`src/rtl/vamm_pkg.sv`:
```
// Shared types and constants for the vote aggregator (min, max, trigger).
// Used by vamm_ctrl, vamm_dpath and vote_aggregator_min_max_trigger_unit.
package vamm_pkg;

    // Number of voter slots in the vote table
    localparam int MAX_VOTERS = 16;

    // Combine modes; the unused code behaves as minimum
    localparam logic [1:0] MODE_MIN     = 2'd0;
    localparam logic [1:0] MODE_MAX     = 2'd1;
    localparam logic [1:0] MODE_TRIGGER = 2'd2;

    // Configuration register indexes
    localparam logic REG_COMBINE_MODE  = 1'b0;
    localparam logic REG_ACTIVE_VOTERS = 1'b1;

    localparam int          CFG_W          = 5;
    localparam logic [4:0]  VOTERS_RESET   = 5'd16;
    localparam logic [4:0]  WINNER_NONE    = 5'h1F;

    typedef struct packed {
        logic [7:0]         voter_index;
        logic signed [31:0] vote_value;
    } t_in;

    typedef struct packed {
        logic signed [4:0]  winner_index;
        logic signed [31:0] winner_value;
        logic               result_changed;
        logic               status;
    } t_out;

    typedef enum logic [2:0] {
        S_IDLE,
        S_CHECK,
        S_SCAN,
        S_DONE
    } t_state;

    // Controller to datapath commands
    typedef struct packed {
        logic load;        // latch the incoming transaction, read its slot
        logic write;       // store the adjusted vote
        logic scan_start;  // clear the running winner, rewind the slot counter
        logic scan_step;   // read one slot, judge the previous one
        logic finish;      // commit the scan result
        logic emit;        // hand the result to the output register
    } t_cmd;

    // Datapath to controller status
    typedef struct packed {
        logic bad;         // voter index out of range
        logic same;        // vote equals the stored one
        logic scan_done;   // every slot in use has been judged
    } t_sts;

endpackage

```
`src/rtl/vamm_ctrl.sv`:
```
// Controller state machine of the vote aggregator.
// Depends on vamm_pkg; drives vamm_dpath through t_cmd and reads t_sts.
module vamm_ctrl (
    input  logic           i_clk,
    input  logic           i_rst_n,
    input  logic           i_in_valid,
    input  logic           i_out_free,
    input  vamm_pkg::t_sts i_sts,
    output logic           o_in_stall,
    output vamm_pkg::t_cmd o_cmd
);
    import vamm_pkg::*;

    t_state r_state;
    t_state n_state;

    // State register
    always_ff @(posedge i_clk) begin
        if (!i_rst_n) begin
            r_state <= S_IDLE;
        end else begin
            r_state <= n_state;
        end
    end

    // Next state and commands
    always_comb begin
        n_state    = r_state;
        o_cmd      = '0;
        o_in_stall = 1'b1;
        case (r_state)
            S_IDLE: begin
                o_in_stall = 1'b0;
                if (i_in_valid) begin
                    o_cmd.load = 1'b1;
                    n_state    = S_CHECK;
                end
            end
            S_CHECK: begin
                if (i_sts.bad || i_sts.same) begin
                    n_state = S_DONE;
                end else begin
                    o_cmd.write      = 1'b1;
                    o_cmd.scan_start = 1'b1;
                    n_state          = S_SCAN;
                end
            end
            S_SCAN: begin
                if (i_sts.scan_done) begin
                    o_cmd.finish = 1'b1;
                    n_state      = S_DONE;
                end else begin
                    o_cmd.scan_step = 1'b1;
                end
            end
            S_DONE: begin
                if (i_out_free) begin
                    o_cmd.emit = 1'b1;
                    n_state    = S_IDLE;
                end
            end
            default: begin
                n_state = S_IDLE;
            end
        endcase
    end

    // A changed vote always goes on to a scan
    a_write_scans: assert property (@(posedge i_clk) disable iff (!i_rst_n)
        o_cmd.write |=> r_state == S_SCAN)
        else $error("vote write not followed by a scan");

    // A finished scan always leads to a pending result
    a_scan_ends: assert property (@(posedge i_clk) disable iff (!i_rst_n)
        (r_state == S_SCAN && i_sts.scan_done) |=> r_state == S_DONE)
        else $error("scan completion lost");

    // Take input transactions only while idle
    a_stall_idle: assert property (@(posedge i_clk) disable iff (!i_rst_n)
        !o_in_stall |-> r_state == S_IDLE)
        else $error("input taken outside idle");

endmodule

```
`src/rtl/vamm_dpath.sv`:
```
// Datapath of the vote aggregator: configuration, vote table memory,
// slot scan and stored winner. Depends on vamm_pkg; commanded by vamm_ctrl.
module vamm_dpath (
    input  logic                       i_clk,
    input  logic                       i_rst_n,
    input  logic                       i_cfg_wr_en,
    input  logic                       i_cfg_index,
    input  logic [vamm_pkg::CFG_W-1:0] i_cfg_data,
    input  vamm_pkg::t_in              i_in,
    input  vamm_pkg::t_cmd             i_cmd,
    output vamm_pkg::t_sts             o_sts,
    output vamm_pkg::t_out             o_res
);
    import vamm_pkg::*;

    localparam int IW = (MAX_VOTERS > 1) ? $clog2(MAX_VOTERS) : 1;
    localparam int CW = $clog2(MAX_VOTERS + 1);
    localparam logic [6:0] MAXV = 7'(MAX_VOTERS);

    // Configuration
    logic [1:0] r_mode;
    logic [4:0] r_active;

    // Vote table and its valid bits
    logic signed [31:0]    r_mem [MAX_VOTERS];
    logic [MAX_VOTERS-1:0] r_valid;
    logic signed [31:0]    r_rd_data;
    logic                  r_rd_vld;

    // Transaction
    logic [IW-1:0]      r_idx;
    logic signed [31:0] r_vote;
    logic               r_bad;
    logic               r_changed;

    // Scan
    logic [CW-1:0]      r_cnt;
    logic               r_eval;
    logic [IW-1:0]      r_eval_slot;
    logic               r_none;
    logic [IW-1:0]      r_win;
    logic signed [31:0] r_best;

    // Stored winner
    logic               r_cur_none;
    logic [IW-1:0]      r_cur_idx;
    logic signed [31:0] r_cur_val;

    logic               trig;
    logic               want_max;
    logic signed [31:0] withdrawn;
    logic [6:0]         slots;
    logic               in_bad;
    logic signed [31:0] adj_vote;
    logic signed [31:0] entry;
    logic               take;
    logic               issue;
    logic [IW-1:0]      rd_addr;
    logic signed [31:0] fin_val;
    logic               fin_changed;

    assign trig      = (r_mode == MODE_TRIGGER);
    assign want_max  = (r_mode == MODE_MAX);
    assign withdrawn = trig ? 32'sd0 : -32'sd1;

    // Saturate the slot count at the table depth
    assign slots  = ({2'b00, r_active} > MAXV) ? MAXV : {2'b00, r_active};
    assign in_bad = i_in.voter_index >= {1'b0, slots};

    // Clamp the vote to the stored form of the current mode
    always_comb begin
        if (trig) begin
            adj_vote = (i_in.vote_value > 32'sd0) ? 32'sd1 : 32'sd0;
        end else begin
            adj_vote = (i_in.vote_value < 32'sd0) ? -32'sd1 : i_in.vote_value;
        end
    end

    // Configuration registers
    always_ff @(posedge i_clk) begin
        if (!i_rst_n) begin
            r_mode   <= MODE_MIN;
            r_active <= VOTERS_RESET;
        end else if (i_cfg_wr_en) begin
            case (i_cfg_index)
                REG_COMBINE_MODE:  r_mode   <= i_cfg_data[1:0];
                REG_ACTIVE_VOTERS: r_active <= i_cfg_data[4:0];
                default: ;
            endcase
        end
    end

    // Entry valid bits: an invalid slot reads as withdrawn
    always_ff @(posedge i_clk) begin
        if (!i_rst_n) begin
            r_valid <= '0;
        end else if (i_cfg_wr_en && i_cfg_index == REG_COMBINE_MODE) begin
            r_valid <= '0;
        end else if (i_cmd.write) begin
            r_valid[r_idx] <= 1'b1;
        end
    end

    // Table memory: one write port, one registered read port
    assign issue   = i_cmd.scan_step && ({{(7 - CW){1'b0}}, r_cnt} < slots);
    assign rd_addr = i_cmd.load ? i_in.voter_index[IW-1:0] : r_cnt[IW-1:0];

    always_ff @(posedge i_clk) begin
        if (i_cmd.write) begin
            r_mem[r_idx] <= r_vote;
        end
        if (i_cmd.load || issue) begin
            r_rd_data <= r_mem[rd_addr];
            r_rd_vld  <= r_valid[rd_addr];
        end
    end

    // Latch the transaction
    always_ff @(posedge i_clk) begin
        if (i_cmd.load) begin
            r_idx  <= i_in.voter_index[IW-1:0];
            r_vote <= adj_vote;
            r_bad  <= in_bad;
        end
    end

    assign entry = r_rd_vld ? r_rd_data : withdrawn;

    // Judge one slot against the running winner
    always_comb begin
        if (trig) begin
            take = r_none && (entry > 32'sd0);
        end else begin
            take = (entry >= 32'sd0) &&
                   (r_none || (want_max ? (entry > r_best) : (entry < r_best)));
        end
    end

    // Scan: read slot r_cnt, judge the slot read on the previous step
    always_ff @(posedge i_clk) begin
        if (!i_rst_n) begin
            r_eval <= 1'b0;
        end else if (i_cmd.scan_start) begin
            r_eval <= 1'b0;
        end else if (i_cmd.scan_step) begin
            r_eval <= issue;
        end
    end

    always_ff @(posedge i_clk) begin
        if (i_cmd.scan_start) begin
            r_cnt  <= '0;
            r_none <= 1'b1;
        end else if (i_cmd.scan_step) begin
            if (issue) begin
                r_cnt       <= r_cnt + 1'b1;
                r_eval_slot <= r_cnt[IW-1:0];
            end
            if (r_eval && take) begin
                r_none <= 1'b0;
                r_win  <= r_eval_slot;
                r_best <= entry;
            end
        end
    end

    // Compare the scan result with the stored winner
    assign fin_val     = r_none ? withdrawn : r_best;
    assign fin_changed = (r_none != r_cur_none) ||
                         (!r_none && r_win != r_cur_idx) ||
                         (fin_val != r_cur_val);

    // Stored winner; a mode write withdraws everything
    always_ff @(posedge i_clk) begin
        if (!i_rst_n) begin
            r_cur_none <= 1'b1;
            r_cur_val  <= -32'sd1;
            r_changed  <= 1'b0;
        end else if (i_cfg_wr_en && i_cfg_index == REG_COMBINE_MODE) begin
            r_cur_none <= 1'b1;
            r_cur_val  <= (i_cfg_data[1:0] == MODE_TRIGGER) ? 32'sd0 : -32'sd1;
        end else if (i_cmd.finish) begin
            r_cur_none <= r_none;
            r_cur_idx  <= r_win;
            r_cur_val  <= fin_val;
            r_changed  <= fin_changed;
        end else if (i_cmd.emit) begin
            r_changed  <= 1'b0;
        end
    end

    assign o_sts.bad       = r_bad;
    assign o_sts.same      = (entry == r_vote);
    assign o_sts.scan_done = !r_eval && ({{(7 - CW){1'b0}}, r_cnt} >= slots);

    assign o_res.winner_index   = r_cur_none ? WINNER_NONE : 5'(r_cur_idx);
    assign o_res.winner_value   = r_cur_val;
    assign o_res.result_changed = r_changed;
    assign o_res.status         = r_bad;

    // A trigger winner always holds one
    a_trig_value: assert property (@(posedge i_clk) disable iff (!i_rst_n)
        (trig && !r_cur_none) |-> r_cur_val == 32'sd1)
        else $error("trigger winner without a set trigger");

    // No winner in minimum or maximum mode reads as withdrawn
    a_none_value: assert property (@(posedge i_clk) disable iff (!i_rst_n)
        (!trig && r_cur_none) |-> r_cur_val == -32'sd1)
        else $error("empty min/max result not withdrawn");

    // A winner slot lies inside the table
    a_win_range: assert property (@(posedge i_clk) disable iff (!i_rst_n)
        !r_cur_none |-> {{(7 - IW){1'b0}}, r_cur_idx} < MAXV)
        else $error("winner slot beyond table");

endmodule

```
`src/rtl/vote_aggregator_min_max_trigger_unit.sv`:
```
// Top level of the vote aggregator: output register and the two halves.
// Depends on vamm_pkg, vamm_ctrl and vamm_dpath.
//
// Each transaction casts one vote for one slot and returns one result with the
// active slot, the active value, a change flag and a range status. A vote that
// is out of range or equal to the stored vote skips the scan and goes straight to
// its result; any other vote rescans the slots in use through the single read
// port of the vote table memory, one slot per cycle, before its result follows.
// One vote is in work at a time and the next one is taken the cycle after the
// result is handed on. The finished result waits in an output register, so the
// next vote is taken while the previous result is still stalled. No clearing
// pass is needed after reset or a mode write: per-slot valid bits make every
// unwritten slot read as withdrawn.
module vote_aggregator_min_max_trigger_unit (
    input  logic                       i_clk,
    input  logic                       i_rst_n,
    input  logic                       i_cfg_wr_en,
    input  logic                       i_cfg_index,
    input  logic [vamm_pkg::CFG_W-1:0] i_cfg_data,
    input  logic                       i_in_valid,
    output logic                       o_in_stall,
    input  vamm_pkg::t_in              i_in_data,
    output logic                       o_out_valid,
    input  logic                       i_out_stall,
    output vamm_pkg::t_out             o_out_data
);
    import vamm_pkg::*;

    t_cmd cmd;
    t_sts sts;
    t_out res;
    logic out_free;
    logic r_out_valid;
    t_out r_out_data;

    // Output slot can take a result when empty or being drained
    assign out_free = !r_out_valid || !i_out_stall;

    vamm_ctrl u_ctrl (
        .i_clk      (i_clk),
        .i_rst_n    (i_rst_n),
        .i_in_valid (i_in_valid),
        .i_out_free (out_free),
        .i_sts      (sts),
        .o_in_stall (o_in_stall),
        .o_cmd      (cmd)
    );

    vamm_dpath u_dpath (
        .i_clk       (i_clk),
        .i_rst_n     (i_rst_n),
        .i_cfg_wr_en (i_cfg_wr_en),
        .i_cfg_index (i_cfg_index),
        .i_cfg_data  (i_cfg_data),
        .i_in        (i_in_data),
        .i_cmd       (cmd),
        .o_sts       (sts),
        .o_res       (res)
    );

    // Hold the result transaction until taken
    always_ff @(posedge i_clk) begin
        if (!i_rst_n) begin
            r_out_valid <= 1'b0;
        end else if (cmd.emit) begin
            r_out_valid <= 1'b1;
        end else if (!i_out_stall) begin
            r_out_valid <= 1'b0;
        end
    end

    always_ff @(posedge i_clk) begin
        if (cmd.emit) begin
            r_out_data <= res;
        end
    end

    assign o_out_valid = r_out_valid;
    assign o_out_data  = r_out_data;

endmodule

```
`config.mk`:
```
export PLATFORM = sky130hd
export DESIGN_NAME = vote_aggregator_min_max_trigger_unit
export DESIGN_NICKNAME = d
export VERILOG_FILES = /design/src/rtl/vamm_pkg.sv /design/src/rtl/vamm_ctrl.sv /design/src/rtl/vamm_dpath.sv /design/src/rtl/vote_aggregator_min_max_trigger_unit.sv
export SDC_FILE = /design/constraint.sdc
export NUM_CORES = 1
export LEC_CHECK = 0
export ABC_AREA = 0
export BUFFER_PORTS_ARGS = -buffer_cell sky130_fd_sc_hd__buf_2
export CORE_ASPECT_RATIO = 0.8
export CORE_MARGIN = 2
export CORE_UTILIZATION = 39
export DETAILED_ROUTE_END_ITERATION = 7
export HOLD_SLACK_MARGIN = 0.05
export SLEW_MARGIN = 5
export SYNTH_ARGS = -nofsm -noshare
export SYNTH_HDL_FRONTEND = slang
export SYNTH_SLANG_ARGS = --single-unit
```
`constraint.sdc`:
```
create_clock -name i_clk -period 11.22 [get_ports i_clk]
set_input_delay 3.366 -clock i_clk [delete_from_list [all_inputs] [get_ports i_clk]]
set_output_delay 3.366 -clock i_clk [all_outputs]
set_load 0.02 [all_outputs]
```
# Yosys cells after proc, flatten, opt, wreduce, memory -nomap -nowiden
# Memory sizes are Yosys's and may differ from the RTL's. A register that Yosys moved wholly into a read port is not among the register bits.
# Index checks and enable logic that the tools add are counted.
# totals
elab_cells	129
mem_bits_rw	512
n_memories	1
register_bits	189
in_bits	51
out_inout_bits	41
# memory_table
memory	depth	width	rd	rd_ports_with_merged_regs	wr	line_no	source
u_dpath.r_mem	16	32	1	1	1	vamm_dpath.sv:25	logic signed [31:0] r_mem [MAX_VOTERS];
# op_classes
n_eq_ne	14
addsub	1
n_reduce_logical	32
n_bitwise	5
n_mux	39
order_cmp	13
# op_table
cell	count
$mux 32	8
$gt 32x1->1 const B	2
$eq 32x32->1	1
$ge 32x1->1 const B	1
$gt 32x32->1	1
$lt 32x1->1 const B	1
$lt 32x32->1	1
$ne 32x32->1	1
$mux 1	19
$or 16x16->16	1
$pmux 3 s4	1
$reduce_and 3->1	4
$lt 4x5->1 const B	2
$mux 5	2
$reduce_and 2->1	5
$mux 3	3
$ge 8x7->1	1
$logic_and 1x1->1	8
$ge 5x7->1	1
$lt 5x7->1	1
$eq 3x2->1 const B	2
$logic_or 1x1->1	6
$mux 2	3
$ne 2x2->1 const B	3
other kinds (17)	26

# Longest topological paths before layout
# logic_depth
ltp_word	10
depth_mapped	14
mapped_depth_nobuf	11

# Hierarchy
# From an unflattened synthesis, not the netlist that was laid out.
# hier_totals
hier_cells	1851
hier_area_um2	30020.0
# by_module_without_submodules
mod	seq_area_each_um2	area_each_um2	n_inst	cells_per_inst
vamm_dpath	20079.3	28553.6	1	1780
vote_aggregator_min_max_trigger_unit	1191.1	1206.2	1	43
vamm_ctrl	40.0	260.2	1	28

# Least setup slack after synthesis
# Ideal clock, no wire load.
# synth_timing
path_kind	reg2reg
start	reg u_dpath.r_rd_vld
end	reg u_dpath.r_best[0] (enable)
path_stages_with_launch	15
path_slack_ns	3.294
period_less_slack_ns	7.926
arrival_ns	7.383
path_buffers	3
required_time_ns	10.678
setup_ns	0.542
path_cell_list	edfxtp_1 > inv_1 > clkbuf_1 > nand2_1 > clkbuf_1 > clkbuf_1 > o21a_1 > ha_1 > a21oi_1 > o21ai_0 > a2111o_1 > o32ai_1 > mux2i_1 > mux2_2 > a2111oi_1
# synth_via
elab_chain_cells	8
word_cells_on_any_way	17
classes_between	order compare: 4; eq/ne: 1; mux: 5; bitwise: 1; reduce/logical: 6
# synth_rtl
element	line_no	source
start, declared	vamm_dpath.sv:28	logic r_rd_vld;
start signal, assigned	vamm_dpath.sv:114	r_rd_vld <= r_valid[rd_addr];
$mux 32 (*)	vamm_dpath.sv:127	assign entry = r_rd_vld ? r_rd_data : withdrawn;
named net u_dpath.entry[13]	vamm_dpath.sv:55	logic signed [31:0] entry;
$lt 32x32->1 / $gt 32x32->1 (equally long branches)	vamm_dpath.sv:135	(r_none || (want_max ? (entry > r_best) : (entry < r_best)));
$mux 1	vamm_dpath.sv:135	
$logic_or 1x1->1	vamm_dpath.sv:135	
$logic_and 1x1->1	vamm_dpath.sv:134	take = (entry >= 32'sd0) &&
$mux 1	vamm_dpath.sv:131	if (trig) begin
$logic_and 1x1->1	vamm_dpath.sv:159	if (r_eval && take) begin
$reduce_and 3->1 (no line) (*)	n/a	
end signal, assigned	vamm_dpath.sv:162	r_best <= entry;
end, declared	vamm_dpath.sv:42	logic signed [31:0] r_best;
# Mark *: on every way through the listed nets, which the timed path passes. The rest lies on a longest branch.
# A chain may end at the register's enable or synchronous reset.

# Worst setup path after layout
# layout_timing
start	in i_in_valid
end	reg u_dpath.r_rd_data[8], read port of u_dpath.r_mem, data pin
# layout_via
elab_chain_cells	3
word_cells_on_any_way	4
classes_between	mux: 3; reduce/logical: 1
# layout_rtl
element	line_no	source
start, declared	vote_aggregator_min_max_trigger_unit.sv:20	input logic i_in_valid,
$mux 1 (*)	vamm_ctrl.sv:34	if (i_in_valid) begin
$mux 1 (*)	vamm_ctrl.sv:31	case (r_state)
$mux 4 / $logic_or 1x1->1 (equally long branches)	vamm_dpath.sv:106, vamm_dpath.sv:112	
end, declared	vamm_dpath.sv:27	logic signed [31:0] r_rd_data;
# Mark *: on every way between the ends. The rest lies on a longest branch, timed or not.

==> flow_summary.ini <==
[global_route]
grt.overflow.total = 0
grt_max_degree = 133
grt_pass1_vias = 17181
grt_pass1_wl_um = 113000
antenna_found_initial = 0
grt_usage_pct = 19.4

[clock_tree]
clk_path_buf_depth = 3
cts_resized = 0
postCtsSetupBuffers = 0
h-tree-depth = 3
cts-hold-fix-buffers = 0
cts_made_buffers = 71
root_buffer = clkbuf_16
clkLatencyLatePin_ps = 630
clkSinkCount = 732
cts_tree = done
clk_pin_slew_worst_paths_ps = 60

[run_status]
status = complete, no violations

[worst_setup_path]
cp-start-kind = input port
cp_top_family = buffers and inverters
slowest_stage = mux4_2
cpPeakStageDelay_ps = 580
critPathArrivalTime_ps = 6500
cp_num_buf_inv = 3
crit_start = i_in_valid
worstPathRequired_ps = 11530
worstPathMaxFanout = 79
cp_cell_sequence = buf_2, nand2_1, mux2i_4, buf_4, buf_12, mux4_2, and2_1, a211oi_1, a31oi_1
r2r_start = u_dpath.r_rd_vld
end_kind = register
critPathKind = in2reg

[sta]
whs_ps = 431
hold_viol_final = 0
maxClockFrequency_mhz = 162
tightestPinTransition_ps = 1170
setup_tns_ps = 0
finClkSkew_ps = 28.8
finalCritPeriodShare_pct = 55.2
max-slew-margin-rel_pct = 22.2
finalSetupViolCount = 0
setup_ws_ps = 5030
fin_crit_ps = 6190
rsz0062_at_grt = no
drv_slew = 0

[die]
rows = 91
die_h_um = 254
die_area_mm2 = 0.0802
initial_utilization_pct = 39.4
die_width_um = 316
io_pins = 92
core_area_mm2 = 0.0771

[yosys]
syn_inst = 1890
ys_seq_area_share_pct = 70.1
yosysUniqueCellTypes = 62
synth.avg_cell_area_um2 = 16.1
synth-seq-cells = 732
syn-num-nets = 1989
ys_async_sr_fraction_pct = 0
yosysWarnings = 0
synth_edf_count = 665
synth-main-ff-cell = edfxtp_1
netlist_area_mm2 = 0.0304

[placed_design]
dpl.cell_count = 2937
place_hpwl_um = 43000
place_congestion = 0.907
place_area_mm2 = 0.0321
io_buffers = 91
pre_cts_slack_ps = 4330

[cells_and_area]
stdcell_area_mm2 = 0.0343
drive_above_1_share_pct = 19.4
final_common_cell = edfxtp_1
syn_to_final_growth_pct = 12.8
stdcell_count = 3061
fillers = 6719
antennaDiodeCount = 0
layout.nets = 2086
final_cell_mix = edfxtp_1 (665), nand2_1 (142), mux4_2 (132), nor2_1 (97), buf_2 (91)

[routing]
drtIter0Drc = 1941
via_per_inst = 5.74
wl_um = 77100
routedWlPerCell_um = 25.2
drc = 0
via_count = 17573
final_antenna_net_count = 0
dr.pass1.iters = 5

[flow_run]
maxCapViolCount = 0

[pwr]
leakage_nw = 11.2
ir_worst_vdd_mv = 0.177
pwr_density_cell_mw_per_mm2 = 225

[hold_path]
min_path_type = reg2reg
hold_start = u_dpath.r_eval_slot[3]
==> per-stage QoR <==
step	power, mW	util [%]
floorplan	4.82	-
detailed placement	5.44	41.6
global route	8.00	44.5
global placement	5.41	41.6
finish	7.69	44.5
CTS	7.74	44.5
==> synth_stat cells, drive strengths merged, types with 2 or more instances <==
cell | instances | area [um^2]
mux2i | 21 | 210
nor4 | 35 | 219
o22ai | 22 | 138
nand2b | 16 | 100
a21oi | 44 | 224
o2111ai | 6 | 52.6
a21boi | 2 | 15.0
nor4b | 5 | 43.8
nor3 | 9 | 45.0
edfxtp | 665 | 20000
a32o | 16 | 160
nand4b | 2 | 17.5
and3 | 10 | 62.6
o31ai | 2 | 15.0
ha | 48 | 601
or4 | 3 | 22.5
nand3 | 18 | 90.1
a2111oi | 6 | 72.6
a22oi | 4 | 30.0
xor2 | 4 | 35.0
o21ai | 54 | 270
xnor2 | 39 | 342
nand2 | 142 | 533
a21o | 6 | 45.0
o221ai | 3 | 26.3
a211oi | 34 | 255
mux4 | 132 | 2970
a31oi | 55 | 344
nor2 | 97 | 364
dfxtp | 67 | 1340
buf | 35 | 200
inv | 69 | 259
and2 | 35 | 219
clkbuf | 71 | 267
or3 | 5 | 31.3
or2 | 4 | 25.0
nor3b | 2 | 25.0
o21a | 20 | 150
nor2b | 23 | 144
mux2 | 2 | 22.5
a2111o | 2 | 22.5
nand4 | 33 | 206
a221oi | 3 | 26.3
o221a | 2 | 22.5
and4 | 7 | 61.3
==> worst paths after layout <==
path,to,slack [ps],cells after the start
setup / recovery,u_dpath.r_rd_data[8],5030,9
hold / removal,u_dpath.r_win[3],430,0
setup reg to reg,u_dpath.r_best[18],5940,14
hold reg to reg,u_dpath.r_win[3],430,0
==> registers in the layout, indices dropped and copies added (netlist names) <==
signal / count
o_out_valid: 1
u_dpath.r_bad: 1
u_dpath.r_none: 1
u_dpath.r_cur_idx: 4
u_dpath.r_valid: 16
u_dpath.r_changed: 1
u_dpath.r_mode: 2
u_dpath.r_rd_vld: 1
u_dpath.r_eval: 1
o_out_data: 39
u_dpath.r_rd_data: 32
u_dpath.r_best: 32
u_dpath.r_cur_val: 32
u_dpath.r_idx: 4
u_dpath.r_active: 5
u_dpath.r_eval_slot: 4
u_dpath.r_win: 4
u_dpath.r_mem: 512
u_dpath.r_cur_none: 1
u_ctrl.r_state: 2
u_dpath.r_cnt: 5
u_dpath.r_vote: 32
==> routing by layer <==
metal  part of all wire, %  global-route usage, %  vias up
met5                     0                      0        -
met4                   2.3                   5.19        0
met3                   8.4                   4.55      120
met2                    45                   29.5      737
met1                    45                   27.9     9067
li1                      -                      -     7649
==> final cells by class <==
| cell class | instances | area, um^2 | area share [%] |
|---|---|---|---|
| Clock buffer | 87 | 1860 | 5.42 |
| Clock inverter | 37 | 325 | 0.949 |
| Inverter | 70 | 263 | 0.767 |
| Multi-Input combinational cell | 982 | 8460 | 24.7 |
| Sequential cell | 732 | 21300 | 62.2 |
| Tap cell | 1023 | 1280 | 3.74 |
| Timing Repair Buffer | 130 | 773 | 2.26 |
==> worst reg2reg max path, cell delays in order (launching register included) <==
cell	delay [ps]
edfxtp_1	390
buf_4	240
inv_1	90
buf_4	310
nand2_1	570
o21a_1	370
ha_1	330
a21oi_1	140
o21ai_0	110
a2111o_1	380
o32ai_1	330
mux2i_1	330
mux2_2	380
a2111oi_2	410
buf_4	510
==> logic make-up (layout without fill, tap and decap cells) <==
family / Yosys count / count (layout) / synth area share [%]
adder cells (fa/ha/maj): 48 / 48 / 1.98
buffers and inverters: 176 / 324 / 2.40
AND/OR/NAND/NOR: 448 / 448 / 7.33
flip-flops: 732 / 732 / 70.1
XOR/XNOR: 43 / 43 / 1.24
AO/OA/AOI/OAI: 288 / 288 / 6.35
multiplexers: 155 / 155 / 10.6
==> power breakdown <==
part | internal [mW] | switching (mW) | total (mW)
Clock | 1.28 | 1.02 | 2.30
Sequential | 3.30 | 0.317 | 3.61
Combinational | 0.766 | 1.02 | 1.78
(Power assumes the default switching activity.)
